`src/hw/rtl/dmgn_pkg.sv`:
```
// ----------------------------------------------------------------------------
// dmgn_pkg
// Shared types and constants of the depth min/max gray normalizer.
// ----------------------------------------------------------------------------
package dmgn_pkg;

    localparam int DEPTH_IN_W = 16;   // width of the depth field on the port
    localparam int GRAY_W     = 8;    // gray result and quotient width
    localparam int CNT_W      = $clog2(GRAY_W);

    localparam logic [GRAY_W-1:0] GRAY_FULL = '1;   // 255
    localparam logic [GRAY_W-1:0] GRAY_NONE = '0;

    localparam logic CMD_MEASURE = 1'b0;
    localparam logic CMD_RENDER  = 1'b1;

    // Divider status seen by the controller
    typedef struct packed {
        logic busy;
        logic done;
    } t_div_stat;

endpackage

```
`src/hw/rtl/dmgn_div.sv`:
```
// ----------------------------------------------------------------------------
// dmgn_div
// Restoring divider, one quotient bit per cycle, for an 8-bit quotient.
// ----------------------------------------------------------------------------
module dmgn_div import dmgn_pkg::*; #(
    parameter int DW = 16
) (
    input  logic                  i_clk,
    input  logic                  i_rst_n,
    input  logic                  i_start,
    input  logic [DW+GRAY_W-1:0]  i_num,    // must satisfy i_num < den * 2**GRAY_W
    input  logic [DW-1:0]         i_den,    // nonzero
    output t_div_stat             o_stat,
    output logic [GRAY_W-1:0]     o_quo
);

    logic              r_busy, n_busy;
    logic [CNT_W-1:0]  r_cnt,  n_cnt;
    logic [DW-1:0]     r_rem,  n_rem;
    logic [DW-1:0]     r_den,  n_den;
    logic [GRAY_W-1:0] r_low,  n_low;
    logic [GRAY_W-1:0] r_quo,  n_quo;
    logic [DW:0]       w_trial;
    logic [DW:0]       w_diff;
    logic              w_fit;

    localparam logic [CNT_W-1:0] CNT_LAST = CNT_W'(GRAY_W - 1);

    assign w_trial = {r_rem, r_low[GRAY_W-1]};
    assign w_diff  = w_trial - {1'b0, r_den};
    assign w_fit   = (w_trial >= {1'b0, r_den});

    always_comb begin
        n_busy = r_busy;
        n_cnt  = r_cnt;
        n_rem  = r_rem;
        n_den  = r_den;
        n_low  = r_low;
        n_quo  = r_quo;
        if (i_start) begin
            n_busy = 1'b1;
            n_cnt  = '0;
            n_rem  = i_num[DW+GRAY_W-1:GRAY_W];
            n_low  = i_num[GRAY_W-1:0];
            n_den  = i_den;
        end else if (r_busy) begin
            // shift in the next numerator bit, subtract when it fits
            n_rem = w_fit ? w_diff[DW-1:0] : w_trial[DW-1:0];
            n_quo = {r_quo[GRAY_W-2:0], w_fit};
            n_low = {r_low[GRAY_W-2:0], 1'b0};
            n_cnt = r_cnt + 1'b1;
            if (r_cnt == CNT_LAST) begin
                n_busy = 1'b0;
            end
        end
    end

    always_ff @(posedge i_clk) begin
        if (!i_rst_n) begin
            r_busy <= 1'b0;
            r_cnt  <= '0;
        end else begin
            r_busy <= n_busy;
            r_cnt  <= n_cnt;
        end
    end

    always_ff @(posedge i_clk) begin
        r_rem <= n_rem;
        r_den <= n_den;
        r_low <= n_low;
        r_quo <= n_quo;
    end

    assign o_stat.busy = r_busy;
    assign o_stat.done = r_busy && (r_cnt == CNT_LAST);
    assign o_quo       = r_quo;

endmodule

```
`src/hw/rtl/depth_minmax_gray_normalizer_top.sv`:
```
// ----------------------------------------------------------------------------
// depth_minmax_gray_normalizer_top
// Inverted grayscale view of a depth frame, scaled to the frame's own range.
// ----------------------------------------------------------------------------
//
//  channel | direction | handshake          | payload
//  --------+-----------+--------------------+-------------------------------
//  in      | to block  | i_valid / o_ready  | i_cmd, i_depth, i_last
//  out     | from block| o_valid / i_ready  | o_gray, o_frame_end
//
//  A measure item updates min/max at the accepting edge. A render item steps
//  through PREP, which clamps the difference and forms the range, LOAD, which
//  loads diff*255 into the divider, DIV, one quotient bit a cycle, and DONE,
//  which loads the result, before the block is back in idle and takes the next
//  item. A stalled output holds a finished render item back in DONE; no other
//  items are taken while it waits. Reset (synchronous, active low) clears min
//  to all ones and max to zero.
//
module depth_minmax_gray_normalizer_top import dmgn_pkg::*; #(
    parameter int DEPTH_BITS = 16
) (
    input  logic                  i_clk,
    input  logic                  i_rst_n,
    input  logic                  i_valid,
    output logic                  o_ready,
    input  logic                  i_cmd,
    input  logic [DEPTH_IN_W-1:0] i_depth,
    input  logic                  i_last,
    output logic                  o_valid,
    input  logic                  i_ready,
    output logic [GRAY_W-1:0]     o_gray,
    output logic                  o_frame_end
);

    localparam int DW = DEPTH_BITS;
    localparam logic [DW-1:0] MIN_RST = '1;
    localparam logic [DW-1:0] MAX_RST = '0;
    localparam logic [DW-1:0] ONE     = DW'(1);

    typedef enum logic [4:0] {
        S_IDLE = 5'b00001,
        S_PREP = 5'b00010,
        S_LOAD = 5'b00100,
        S_DIV  = 5'b01000,
        S_DONE = 5'b10000
    } t_state;

    t_state            r_state, n_state;
    logic [DW-1:0]     r_min,   n_min;
    logic [DW-1:0]     r_max,   n_max;
    logic [DW-1:0]     r_d,     n_d;
    logic              r_last,  n_last;
    logic [DW-1:0]     r_range, n_range;
    logic [DW-1:0]     r_diff,  n_diff;
    logic              r_ovalid, n_ovalid;
    logic [GRAY_W-1:0] r_gray,  n_gray;
    logic              r_fend,  n_fend;

    logic [DW-1:0]        w_d;
    logic                 w_accept;
    logic [DW-1:0]        w_range;
    logic [DW-1:0]        w_sub;
    logic [DW+GRAY_W-1:0] w_num;
    logic                 w_slot;
    t_div_stat            w_dstat;
    logic [GRAY_W-1:0]    w_quo;

    // Depth bits above DEPTH_BITS are ignored.
    assign w_d      = i_depth[DW-1:0];
    assign w_accept = i_valid && o_ready;
    assign w_slot   = !r_ovalid || i_ready;

    // range = max - min, or 1 when that is not positive
    assign w_range = (r_max > r_min) ? (r_max - r_min) : ONE;
    assign w_sub   = r_d - r_min;

    // numerator = diff * 255 = diff * 256 - diff
    assign w_num = {r_diff, {GRAY_W{1'b0}}} - {{GRAY_W{1'b0}}, r_diff};

    always_comb begin
        n_state  = r_state;
        n_min    = r_min;
        n_max    = r_max;
        n_d      = r_d;
        n_last   = r_last;
        n_range  = r_range;
        n_diff   = r_diff;
        n_ovalid = r_ovalid && !i_ready;
        n_gray   = r_gray;
        n_fend   = r_fend;
        unique case (r_state)
            S_IDLE: begin
                if (w_accept) begin
                    if (i_cmd == CMD_MEASURE) begin
                        // widen the running range with nonzero depths only
                        if (w_d != '0) begin
                            if (w_d < r_min) n_min = w_d;
                            if (w_d > r_max) n_max = w_d;
                        end
                    end else begin
                        n_d     = w_d;
                        n_last  = i_last;
                        n_state = S_PREP;
                    end
                end
            end
            S_PREP: begin
                n_range = w_range;
                // clamp d - min to 0..range
                priority if (r_d <= r_min) begin
                    n_diff = '0;
                end else if (w_sub > w_range) begin
                    n_diff = w_range;
                end else begin
                    n_diff = w_sub;
                end
                // the last render item of a frame restores min/max
                if (r_last) begin
                    n_min = MIN_RST;
                    n_max = MAX_RST;
                end
                n_state = S_LOAD;
            end
            S_LOAD: begin
                n_state = S_DIV;
            end
            S_DIV: begin
                if (w_dstat.done) n_state = S_DONE;
            end
            S_DONE: begin
                // hold until the output register is free
                if (w_slot) begin
                    n_ovalid = 1'b1;
                    n_gray   = (r_d == '0) ? GRAY_NONE : (GRAY_FULL - w_quo);
                    n_fend   = r_last;
                    n_state  = S_IDLE;
                end
            end
            default: begin
                n_state = S_IDLE;
            end
        endcase
    end

    always_ff @(posedge i_clk) begin
        if (!i_rst_n) begin
            r_state  <= S_IDLE;
            r_min    <= MIN_RST;
            r_max    <= MAX_RST;
            r_ovalid <= 1'b0;
        end else begin
            r_state  <= n_state;
            r_min    <= n_min;
            r_max    <= n_max;
            r_ovalid <= n_ovalid;
        end
    end

    always_ff @(posedge i_clk) begin
        r_d     <= n_d;
        r_last  <= n_last;
        r_range <= n_range;
        r_diff  <= n_diff;
        r_gray  <= n_gray;
        r_fend  <= n_fend;
    end

    dmgn_div #(
        .DW (DW)
    ) u_div (
        .i_clk   (i_clk),
        .i_rst_n (i_rst_n),
        .i_start (r_state == S_LOAD),
        .i_num   (w_num),
        .i_den   (r_range),
        .o_stat  (w_dstat),
        .o_quo   (w_quo)
    );

    assign o_ready     = (r_state == S_IDLE);
    assign o_valid     = r_ovalid;
    assign o_gray      = r_gray;
    assign o_frame_end = r_fend;

endmodule

```
`config.mk`:
```
export PLATFORM = sky130hd
export DESIGN_NAME = depth_minmax_gray_normalizer_top
export DESIGN_NICKNAME = d
export VERILOG_FILES = /design/src/hw/rtl/dmgn_pkg.sv /design/src/hw/rtl/dmgn_div.sv /design/src/hw/rtl/depth_minmax_gray_normalizer_top.sv
export SDC_FILE = /design/constraint.sdc
export NUM_CORES = 1
export LEC_CHECK = 0
export ABC_CLOCK_PERIOD_IN_PS = 11400
export BUFFER_PORTS_ARGS = -buffer_cell sky130_fd_sc_hd__buf_2
export CORE_ASPECT_RATIO = 2
export CORE_UTILIZATION = 59
export DETAILED_ROUTE_END_ITERATION = 8
export PLACE_DENSITY = 0.75
export SLEW_MARGIN = 20
export SYNTH_ARGS = -nofsm -noshare
export SYNTH_HDL_FRONTEND = slang
export SYNTH_SLANG_ARGS = --single-unit
```
`constraint.sdc`:
```
create_clock -name i_clk -period 11.4 [get_ports i_clk]
set_input_delay 1.14 -clock i_clk [delete_from_list [all_inputs] [get_ports i_clk]]
set_output_delay 1.14 -clock i_clk [all_outputs]
set_load 0.005 [all_outputs]
```
==> impl_metrics.ini, run 1 <==
[run_status]
run_status = finished, final reports clean

[logic_synthesis]
netlist_top_cells_count = 106 x sky130_fd_sc_hd__edfxtp_1, 106 x sky130_fd_sc_hd__ha_1, 95 x sky130_fd_sc_hd__nand2_1
synthesis.nets = 1149
yosysSeqAreaShare = 0.406
postSynthCellCount = 1018
post_synth_main_area_contributors = sky130_fd_sc_hd__edfxtp_1 32%, sky130_fd_sc_hd__ha_1 13%, sky130_fd_sc_hd__dfxtp_1 8.5%
netlist.top_cell.by_area = sky130_fd_sc_hd__edfxtp_1
avgSynthCellArea_sq_um = 9.75
yosysTopAreaCellShare = 0.321
yosys_cell_types = 82
ys_async_sr_fraction = 0
synth_area_sq_um = 9920
synth.yosys.warnings = 0
synth_flop_cell = sky130_fd_sc_hd__edfxtp_1
yosys_register_bits = 148
synth-edff-count = 106

[global_routing]
first_global_vias = 7970
first_pass_grt_wire_length_mm = 38.5
global_route_usage_over_all_layers = 0.295
grt_remaining_overflow = 0
antenna_found_initial = 0
grt_start_max_net_pins = 40

[timing]
setup_repair_after_global_routing_missed_its_margin = false
max_slew_headroom = 0.350
timing.fmax_ghz = 0.193
maxSlewViolCount = 0
hold_violations = 0
clock_skew_ns = 0.0111
layout_worst_path_cycle_share = 0.455
layout_min_cycle_time_ns = 5.19
max_slew.worst_pin.slew_ns = 0.973
setup_violations = 0
setup_tns_ns = 0

[setup_path]
timing.reg2reg.worst_path_depth = 20
startpoint_kind_of_the_worst_setup_timing_path = flip-flop
startpoint_of_the_worst_register_to_register_path = r_min[0]
worst_ep_arrival_time_ns = 5.46
critPathCaptureType = flip-flop
critical_path.cell_chain = ha_1 -> inv_1 -> fa_1 -> a211oi_1 -> nor2_1 -> o31ai_2 -> a211oi_2 -> o41ai_4 -> nor3_1 -> inv_1 -> ha_1 -> a21oi_1 -> o221ai_1 -> a21oi_1 -> o21ai_0 -> a31oi_1 -> nor2_1 -> buf_4 -> or3b_2 -> o21ai_0
criticalPathCategory = reg -> reg
worst_path_max_delay_cell = sky130_fd_sc_hd__o41ai_4
timing.critical_path.buf_inv = 3
critPathMaxFanout = 19
worstReg2RegEnd = r_diff[15]
largest_stage_delay_on_the_critical_path_ns = 0.62
ff2ff_setup_slack_ns = 6.21
critPathTopFamily = compound AO/OA/AOI/OAI gates
worstPathRequired_ns = 11.67

[power_and_ir_drop]
ratio_of_total_power_to_cell_area_nw_per_um2 = 188
power.total_mw = 2.04
power.static_leakage_nw = 4.65
max-vdd-ir-drop_v = 0.000141

[drt]
drt-pass1-iter-count = 4
drt-vias-per-instance = 6.08
route.final.wire_length_mm = 24.1
drt_met1_wl_mm = 8.09
drt_iter0_drc = 426
route.met3.wl_um = 489
top_layer = met4
routed_wire_length_per_instance_um = 19.0
via_count = 7709
post-route-drc-count = 0
met2RoutedLength_mm = 13.8
antenna_left = 0

[clock_network]
postCtsSetupBuffers = 0
cts-root-to-sink-buffers = 2
cts-hold-fix-buffers = 0
post_cts_resized = 0
worst_skew_pair.late_latency_ns = 0.43
tritoncts_num_sinks = 148
ctsHtreeMaxLevel = 4
cts_inserted_buffers = 17
clk_pin_slew_ns = 0.07
cts_root_buffer = sky130_fd_sc_hd__clkbuf_16
tritoncts_clock_tree = done

[layout]
final_layout_size_suffix_gt1_frac = 0.0894
filler_cell_count = 1332
multi_input_area_sq_um = 5430
register_area_sq_um = 4020
insertedDiodeCount = 0
finalNetCount = 1181
flow.area_growth_from_synthesis_pct = 8.98

[die]
die_height_um = 185
initial_core_util = 0.607
width_of_the_die_um = 93.7
placeable_area_sq_um = 16400
io_pins = 33
rows = 66
die-area_sq_um = 17400

[placed_design]
routabilityCongestion = 0.918
port-buffer-count = 32
dpl_hpwl_mm = 19.3

[worst_hold_path]
min_path_cells = 0
min-delay-path-class = reg -> reg
worstHoldStart = r_range[13]
holdPathEnd = u_div.r_den[13]

[flow_run]
max_cap_violations = 0
## worst max path at each step
| stage | from | to | depth (start not counted) |
|---|---|---|---|
| final | r_min[0] | r_diff[15] | 20 |
| after global routing | r_min[0] | r_diff[15] | 20 |
| after CTS | r_min[0] | r_diff[15] | 20 |
| after detailed placement | r_min[0] | r_diff[15] | 20 |
| after global placement | r_min[0] | r_diff[15] | 20 |
| after floorplan | r_min[0] | r_diff[10] | 20 |
## final cells by class
class | instances | area share
Clock buffer | 17 | 0.0393
Clock inverter | 15 | 0.0111
Inverter | 90 | 0.0317
Multi-Input combinational cell | 753 | 0.502
Sequential cell | 148 | 0.372
Tap cell | 204 | 0.0236
Timing Repair Buffer | 40 | 0.0204
## metrics by stage
step	area, sq um	util	setup slack, ns	hold slack, ns	cells
after floorplan	9920	-	7.02	0.400	1018
after global placement	10300	0.628	6.50	0.402	1235
after detailed placement	10300	0.628	6.37	0.405	1235
after CTS	10800	0.661	6.33	0.420	1267
after global routing	10800	0.661	5.99	0.423	1267
final	10800	0.661	6.21	0.419	1267
## metal layers
layer  vias up  global-route usage
li1       3783                   -
met1      3658               0.258
met2       170               0.583
met3        98              0.0353
met4         0               0.220
met5         -                   0
## cells by family (layout without fill, tap and decap cells)
family / after synthesis / in the layout / synth area share
compound gates: 227 / 227 / 0.164
xor+xnor: 46 / 46 / 0.0406
fa+ha+maj: 109 / 109 / 0.140
buf+inv: 117 / 162 / 0.0489
flops: 148 / 148 / 0.406
mux: 43 / 43 / 0.0434
simple gates: 328 / 328 / 0.158
## flip-flops by register name (all words and copies together), names as in the netlist, 3 cells and up
register and count:
r_min 16, u_div.r_cnt 3, u_div.r_rem 16, o_gray 8, r_d 16, u_div.o_quo 8, r_max 16, u_div.r_den 16
r_state 5, r_range 16, u_div.r_low 8, r_diff 16
## cell usage in the layout, fill, tap and decap left out, types with 5 or more instances in the layout
cell type,n
sky130_fd_sc_hd__nor3_1,28
sky130_fd_sc_hd__xor2_1,14
sky130_fd_sc_hd__inv_1,88
sky130_fd_sc_hd__edfxtp_1,106
sky130_fd_sc_hd__a21oi_1,59
sky130_fd_sc_hd__nand2_1,95
sky130_fd_sc_hd__buf_4,8
sky130_fd_sc_hd__ha_1,106
sky130_fd_sc_hd__or3_1,10
sky130_fd_sc_hd__inv_6,6
sky130_fd_sc_hd__clkbuf_16,17
sky130_fd_sc_hd__a21o_1,27
sky130_fd_sc_hd__nand3_1,21
sky130_fd_sc_hd__nor2b_1,17
sky130_fd_sc_hd__nand4_1,16
sky130_fd_sc_hd__o31a_1,6
sky130_fd_sc_hd__nor2_1,90
sky130_fd_sc_hd__or2_2,5
sky130_fd_sc_hd__a31oi_1,7
sky130_fd_sc_hd__dfxtp_1,42
sky130_fd_sc_hd__mux2i_1,43
sky130_fd_sc_hd__nand2b_1,8
sky130_fd_sc_hd__xnor2_1,32
sky130_fd_sc_hd__a211oi_1,9
sky130_fd_sc_hd__and2_1,6
sky130_fd_sc_hd__o21a_1,13
sky130_fd_sc_hd__buf_2,32
sky130_fd_sc_hd__o22a_1,16
sky130_fd_sc_hd__nor4_1,10
sky130_fd_sc_hd__o21ai_0,31
## where the power goes
part	switching, mW	internal (mW)
clock network	0.240	0.284
registers	0.0437	0.646
logic	0.486	0.337
total	0.769	1.27
## worst reg2reg max path, cell delays in order (launching register included)
cell	delay (ns)
sky130_fd_sc_hd__dfxtp_1	0.39
sky130_fd_sc_hd__ha_1	0.19
sky130_fd_sc_hd__inv_1	0.06
sky130_fd_sc_hd__fa_1	0.42
sky130_fd_sc_hd__a211oi_1	0.28
sky130_fd_sc_hd__nor2_1	0.13
sky130_fd_sc_hd__o31ai_2	0.45
sky130_fd_sc_hd__a211oi_2	0.24
sky130_fd_sc_hd__o41ai_4	0.62
sky130_fd_sc_hd__nor3_1	0.21
sky130_fd_sc_hd__inv_1	0.10
sky130_fd_sc_hd__ha_1	0.24
sky130_fd_sc_hd__a21oi_1	0.15
sky130_fd_sc_hd__o221ai_1	0.15
sky130_fd_sc_hd__a21oi_1	0.19
sky130_fd_sc_hd__o21ai_0	0.12
sky130_fd_sc_hd__a31oi_1	0.23
sky130_fd_sc_hd__nor2_1	0.08
sky130_fd_sc_hd__buf_4	0.23
sky130_fd_sc_hd__or3b_2	0.48
sky130_fd_sc_hd__o21ai_0	0.08
(Power assumes the default switching activity.)
==> run 2, diff against run 1 <==
Settings changed: ABC_CLOCK_PERIOD_IN_PS 11400 to 5350.
Clock period 11.4 ns to 5.35 ns, I/O delays scaled along.
==> run 2 against run 1 <==
  * Core utilization rose by 0.64 points
  * Count of clock-buffer cells in the layout did not move
  * Setup slack got worse by 5.9 ns
  * Register-to-register slack worse by 5.9 ns
  * Worst hold slack worse by 0.14 ns
  * Sequential power grew 110%
  * Die area is the same
  * Critical path depth unchanged
  * Total power increased by 120%
  * Sequential share of layout area fell by 0.36 points
  * Cell area increased by 0.97%
  * Critical path type unchanged
  * Largest cell class unchanged
==> impl_metrics.ini, run 2 (same netlist as run 1, synthesis figures left out) <==
[run_status]
run_status = finished, final reports clean

[clock_network]
tritoncts_num_sinks = 148
postCtsSetupBuffers = 0
cts_inserted_buffers = 17
cts_root_buffer = sky130_fd_sc_hd__clkbuf_16
cts-root-to-sink-buffers = 2
tritoncts_clock_tree = done
worst_skew_pair.late_latency_ns = 0.42
ctsHtreeMaxLevel = 4
clk_pin_slew_ns = 0.07

[worst_hold_path]
holdPathEnd = r_last
worstHoldStart = i_last
min_path_cells = 1
min-delay-path-class = in -> reg

[global_routing]
first_global_vias = 7832
first_pass_grt_wire_length_mm = 38.6
antenna_found_initial = 0
grt_start_max_net_pins = 38
global_route_usage_over_all_layers = 0.295
grt_remaining_overflow = 0

[timing]
layout_worst_path_cycle_share = 0.937
layout_min_cycle_time_ns = 5.01
hold_violations = 0
max_slew_headroom = 0.378
setup_repair_after_global_routing_missed_its_margin = false
max_slew.worst_pin.slew_ns = 0.931
setup_tns_ns = 0
clock_skew_ns = 0.0106
maxSlewViolCount = 0
setup_violations = 0
timing.fmax_ghz = 0.199
post-route-worst-setup-slack_ns = 0.336

[placed_design]
pre_cts_slack_ns = 0.150
port-buffer-count = 32
detailed_place.area_sq_um = 10300
routabilityCongestion = 1.02
dpl_hpwl_mm = 19.5

[setup_path]
worstPathRequired_ns = 5.50
startpoint_of_the_worst_register_to_register_path = r_min[0]
worstReg2RegEnd = r_diff[7]
ff2ff_setup_slack_ns = 0.34
worst_ep_arrival_time_ns = 5.17
critPathCaptureType = flip-flop
critPathMaxFanout = 10
timing.reg2reg.worst_path_depth = 20
criticalPathCategory = reg -> reg
startpoint_kind_of_the_worst_setup_timing_path = flip-flop

[die]
placeable_area_sq_um = 16400
die-area_sq_um = 17400
initial_core_util = 0.607
width_of_the_die_um = 93.7
io_pins = 33
rows = 66
die_height_um = 185

[drt]
route.final.wire_length_mm = 24.4
drt-pass1-iter-count = 5
drt-vias-per-instance = 6.00
antenna_left = 0
post-route-drc-count = 0
via_count = 7648
routed_wire_length_per_instance_um = 19.2
drt_iter0_drc = 394

[power_and_ir_drop]
power.static_leakage_nw = 4.71
ratio_of_total_power_to_cell_area_nw_per_um2 = 405
max-vdd-ir-drop_v = 0.000343
power.total_mw = 4.43

[layout]
design_area_sq_um = 10900
flow.area_growth_from_synthesis_pct = 10.0
finalNetCount = 1188
multi_input_area_sq_um = 5430
register_area_sq_um = 4020
most-common-layout-cells = 106 x sky130_fd_sc_hd__ha_1, 106 x sky130_fd_sc_hd__edfxtp_1, 95 x sky130_fd_sc_hd__nand2_1, 89 x sky130_fd_sc_hd__nor2_1, 88 x sky130_fd_sc_hd__inv_1
filler_cell_count = 1334
final_layout_size_suffix_gt1_frac = 0.0981
insertedDiodeCount = 0
post-route-util = 0.668

[flow_run]
max_cap_violations = 0
run 2: cell count changes in the layout (fill, tap and decap cells not counted):
cell	before	now
sky130_fd_sc_hd__bufinv_16	0	1
sky130_fd_sc_hd__inv_8	2	4
sky130_fd_sc_hd__clkinvlp_2	1	0
sky130_fd_sc_hd__nor2_2	0	1
sky130_fd_sc_hd__inv_6	6	2
sky130_fd_sc_hd__nor2_1	90	89
sky130_fd_sc_hd__buf_4	8	15
sky130_fd_sc_hd__clkinv_8	0	2
sky130_fd_sc_hd__clkinv_1	2	0
sky130_fd_sc_hd__clkinvlp_4	2	3
sky130_fd_sc_hd__clkinv_2	0	1
run 2: worst max-delay path by stage:
stage	startpoint	endpoint	cells after the start
after CTS	r_min[0]	r_diff[7]	20
after detailed placement	r_min[0]	r_diff[7]	20
after floorplan	r_min[0]	r_diff[10]	20
after global routing	r_min[0]	r_diff[4]	20
final	r_min[0]	r_diff[7]	20
after global placement	r_min[0]	r_diff[3]	20
run 2: area by class of cell:
cell class / instances / area share
clock buffer: 17 / 0.0390
clock inverter: 15 / 0.0156
multi-input combinational: 753 / 0.497
timing repair buffer: 47 / 0.0250
sequential: 148 / 0.369
tap: 204 / 0.0234
inverter: 90 / 0.0314
run 2: critical path, cell delays in order (launching register included):
cell and delay, ns:
sky130_fd_sc_hd__dfxtp_1 0.38, sky130_fd_sc_hd__ha_1 0.19, sky130_fd_sc_hd__inv_1 0.05, sky130_fd_sc_hd__fa_1 0.42
sky130_fd_sc_hd__a211oi_1 0.25, sky130_fd_sc_hd__nor2_1 0.11, sky130_fd_sc_hd__o31ai_2 0.35, sky130_fd_sc_hd__a211oi_2 0.20
sky130_fd_sc_hd__o41ai_4 0.57, sky130_fd_sc_hd__nor3_1 0.19, sky130_fd_sc_hd__inv_1 0.10, sky130_fd_sc_hd__ha_1 0.16
sky130_fd_sc_hd__nand3_1 0.11, sky130_fd_sc_hd__o221ai_1 0.21, sky130_fd_sc_hd__a21oi_1 0.10, sky130_fd_sc_hd__o21ai_0 0.19
sky130_fd_sc_hd__a31oi_1 0.10, sky130_fd_sc_hd__nor2_2 0.47, sky130_fd_sc_hd__buf_4 0.29, sky130_fd_sc_hd__mux2i_1 0.21
sky130_fd_sc_hd__nor2_1 0.05
run 2: through the flow:
stage	hold slack, ns	std cells
6_report	0.284	1274
2_1_floorplan	0.400	1018
4_1_cts	0.276	1274
3_5_place_dp	0.407	1242
5_1_grt	0.271	1274
3_3_place_gp	0.404	1242
run 2: metal layers:
metal	routed length, um	GRT usage	vias to the layer above	share of wire
met5	0	0	-	0
met3	529	0.0374	82	0.022
li1	-	-	3787	-
met2	14100	0.593	166	0.58
met1	8170	0.256	3613	0.33
met4	1590	0.206	0	0.065
run 2: what timing repair did:
item / CTS / global route
gates resized for setup: 0 / 1
hold buffers: 0 / 0
setup endpoints to repair: 0 / 10
run 2: where the power goes:
group / leakage [nW] / switching [mW] / internal [mW]
logic: 3.13 / 1.04 / 0.730
registers: 1.30 / 0.0953 / 1.38
clock network: 0.283 / 0.522 / 0.663
==> run 3, diff against run 2 <==
Settings changed: SETUP_SLACK_MARGIN from default to 0.5.
==> run 3 against run 2 <==
  * Cell area up 0.66%
  * Routed wire length rose by 0.58%
  * Count of clock-buffer cells in the layout is the same
  * Clock power barely moved
  * Critical path depth shrank 1
  * First-iteration DRC count is 13% higher
  * Via count increased by 1.1%
  * Maximum frequency increased by 8.1%
  * Non-clock buffer count up 4
  * Core utilization rose by 0.44 points
  * Total power increased by 0.73%
  * Sequential power about the same
==> impl_metrics.ini, run 3 (same netlist as run 1, synthesis figures left out) <==
[setup_path]
worst_path_max_delay_cell = sky130_fd_sc_hd__o41a_1
worstPathRequired_ns = 5.63
worst_ep_arrival_time_ns = 4.92
timing.reg2reg.worst_path_depth = 19
critical_path.cell_chain = ha_1 -> inv_1 -> fa_1 -> a211oi_1 -> nor2_1 -> o31ai_4 -> a211oi_4 -> o41a_1 -> nand2_1 -> ha_1 -> nor2b_1 -> o211ai_1 -> a21oi_1 -> a211o_1 -> a31oi_2 -> nor2_4 -> buf_4 -> or2_2 -> a21oi_1
criticalPathCategory = reg -> reg
critPathMaxFanout = 10
critPathCaptureType = flip-flop
largest_stage_delay_on_the_critical_path_ns = 0.45
startpoint_kind_of_the_worst_setup_timing_path = flip-flop

[layout]
most-common-layout-cells = 106 x sky130_fd_sc_hd__ha_1, 106 x sky130_fd_sc_hd__edfxtp_1, 95 x sky130_fd_sc_hd__nand2_1, 89 x sky130_fd_sc_hd__nor2_1, 88 x sky130_fd_sc_hd__inv_1
multi_input_area_sq_um = 5470
filler_cell_count = 1327
register_area_sq_um = 4020
finalNetCount = 1192
insertedDiodeCount = 0
post-route-util = 0.672
flow.area_growth_from_synthesis_pct = 10.8
non_filler_instances = 1278
final_layout_size_suffix_gt1_frac = 0.105

[timing]
clock_skew_ns = 0.00972
post-route-worst-setup-slack_ns = 0.712
timing.fmax_ghz = 0.216
setup_violations = 0
setup_repair_after_global_routing_missed_its_margin = true
setup_tns_ns = 0
layout_worst_path_cycle_share = 0.867
hold_violations = 0
layout_min_cycle_time_ns = 4.64
maxSlewViolCount = 0
max_slew_headroom = 0.376
max_slew.worst_pin.slew_ns = 0.934

[drt]
routed_wire_length_per_instance_um = 19.2
drt_iter0_drc = 446
drt-vias-per-instance = 6.05
route.final.wire_length_mm = 24.6
antenna_left = 0
drt-pass1-iter-count = 5
via_count = 7731
post-route-drc-count = 0

[global_routing]
antenna_found_initial = 0
grt_start_max_net_pins = 38
grt_remaining_overflow = 0
global_route.usage.met1 = 0.262
globalRouteMet3Util = 0.0353
global_route_usage_over_all_layers = 0.298
first_global_vias = 7855
global_route.peak_usage_layer = met2
grt_util_met2 = 0.597
first_pass_grt_wire_length_mm = 38.9

[clock_network]
ctsHtreeMaxLevel = 4
worst_skew_pair.late_latency_ns = 0.43
tritoncts_num_sinks = 148
cts_root_buffer = sky130_fd_sc_hd__clkbuf_16
cts_inserted_buffers = 17
cts-root-to-sink-buffers = 2
tritoncts_clock_tree = done
cts-hold-fix-buffers = 0
clk_pin_slew_ns = 0.07

[flow_run]
max_cap_violations = 0

[run_status]
run_status = finished, final reports clean

[power_and_ir_drop]
max-vdd-ir-drop_v = 0.000342
power.total_mw = 4.46
combPwrFrac = 0.404
internal-power_mw = 2.78
seq_power_share = 0.330
switching_share = 0.376
total_switching_power_mw = 1.67
power.static_leakage_nw = 4.74
ratio_of_total_power_to_cell_area_nw_per_um2 = 406
p_clk_frac = 0.266

[die]
die_height_um = 185
width_of_the_die_um = 93.7
io_pins = 33
die-area_sq_um = 17400
initial_core_util = 0.607
rows = 66
placeable_area_sq_um = 16400

[worst_hold_path]
min_path_cells = 1
min-delay-path-class = in -> reg

[placed_design]
pre_cts_slack_ns = 0.150
dpl_hpwl_mm = 19.5
routabilityCongestion = 1.02
port-buffer-count = 32
numPlacedInstances = 1242
==> run 3: cell count changes in the layout (fill, tap and decap cells not counted) <==
cell / previous run / this run
sky130_fd_sc_hd__a31oi_2: 0 / 1
sky130_fd_sc_hd__nor3_1: 28 / 26
sky130_fd_sc_hd__o31ai_4: 1 / 2
sky130_fd_sc_hd__nor3_2: 0 / 2
sky130_fd_sc_hd__buf_4: 15 / 19
sky130_fd_sc_hd__a211oi_4: 0 / 1
sky130_fd_sc_hd__a211oi_1: 9 / 8
sky130_fd_sc_hd__a31oi_1: 7 / 6
sky130_fd_sc_hd__nor2_4: 0 / 1
sky130_fd_sc_hd__nor2_2: 1 / 0
sky130_fd_sc_hd__o31ai_2: 1 / 0
==> run 3: metal layers <==
metal  part of all wire  up-vias  wire length, um
met1               0.33     3666             8180
met2               0.58      185            14200
met5                  0        -                0
met4              0.066        0             1610
li1                   -     3797                -
met3              0.024       83              598
==> run 3: worst paths after layout <==
path / startpoint / endpoint / slack, ns
worst max-delay path: r_min[0] / r_diff[0] / 0.71
worst min-delay path: i_last / r_last / 0.28
worst max register to register: r_min[0] / r_diff[0] / 0.71
worst min register to register: r_range[11] / u_div.r_den[11] / 0.42
==> run 3: cell type report <==
cell class / count / area share
clock inverters: 15 / 0.0155
inverters: 90 / 0.0312
flip-flops and latches: 148 / 0.366
clock buffers: 17 / 0.0387
repair buffers: 51 / 0.0276
multi-input cells: 753 / 0.498
well taps: 204 / 0.0232
==> run 3: worst max-delay path: cells and delay by family (launching register included) <==
kind | cells | cell delay [ns]
adder cells (fa/ha/maj) | 3 | 0.87
AND/OR/NAND/NOR | 5 | 0.77
flip-flops | 1 | 0.39
AO/OA/AOI/OAI | 9 | 2.19
buffers and inverters | 2 | 0.24
==> run 3: through the flow <==
step | instance area, sq um | hold WS [ns]
5_1_grt | 11000 | 0.271
3_5_place_dp | 10300 | 0.407
2_1_floorplan | 9920 | 0.400
6_report | 11000 | 0.280
4_1_cts | 11000 | 0.276
3_3_place_gp | 10300 | 0.404
==> run 3: power groups by stage <==
stage | combinational, mW | sequential (mW) | clock (mW)
after global placement | 1.71 | 1.49 | 0
final | 1.80 | 1.47 | 1.18
after global routing | 1.98 | 1.48 | 1.24
after detailed placement | 1.74 | 1.49 | 0
after floorplan | 1.32 | 1.46 | 0
after CTS | 1.77 | 1.47 | 1.20
==> run 3: what timing repair did <==
| action | in CTS | in global routing |
|---|---|---|
| resized for setup | 4 | 4 |
| setup endpoints to repair | 15 | 16 |
| gates cloned | 0 | 0 |
| buffers inserted | 3 | 1 |
| pin swaps | 3 | 3 |
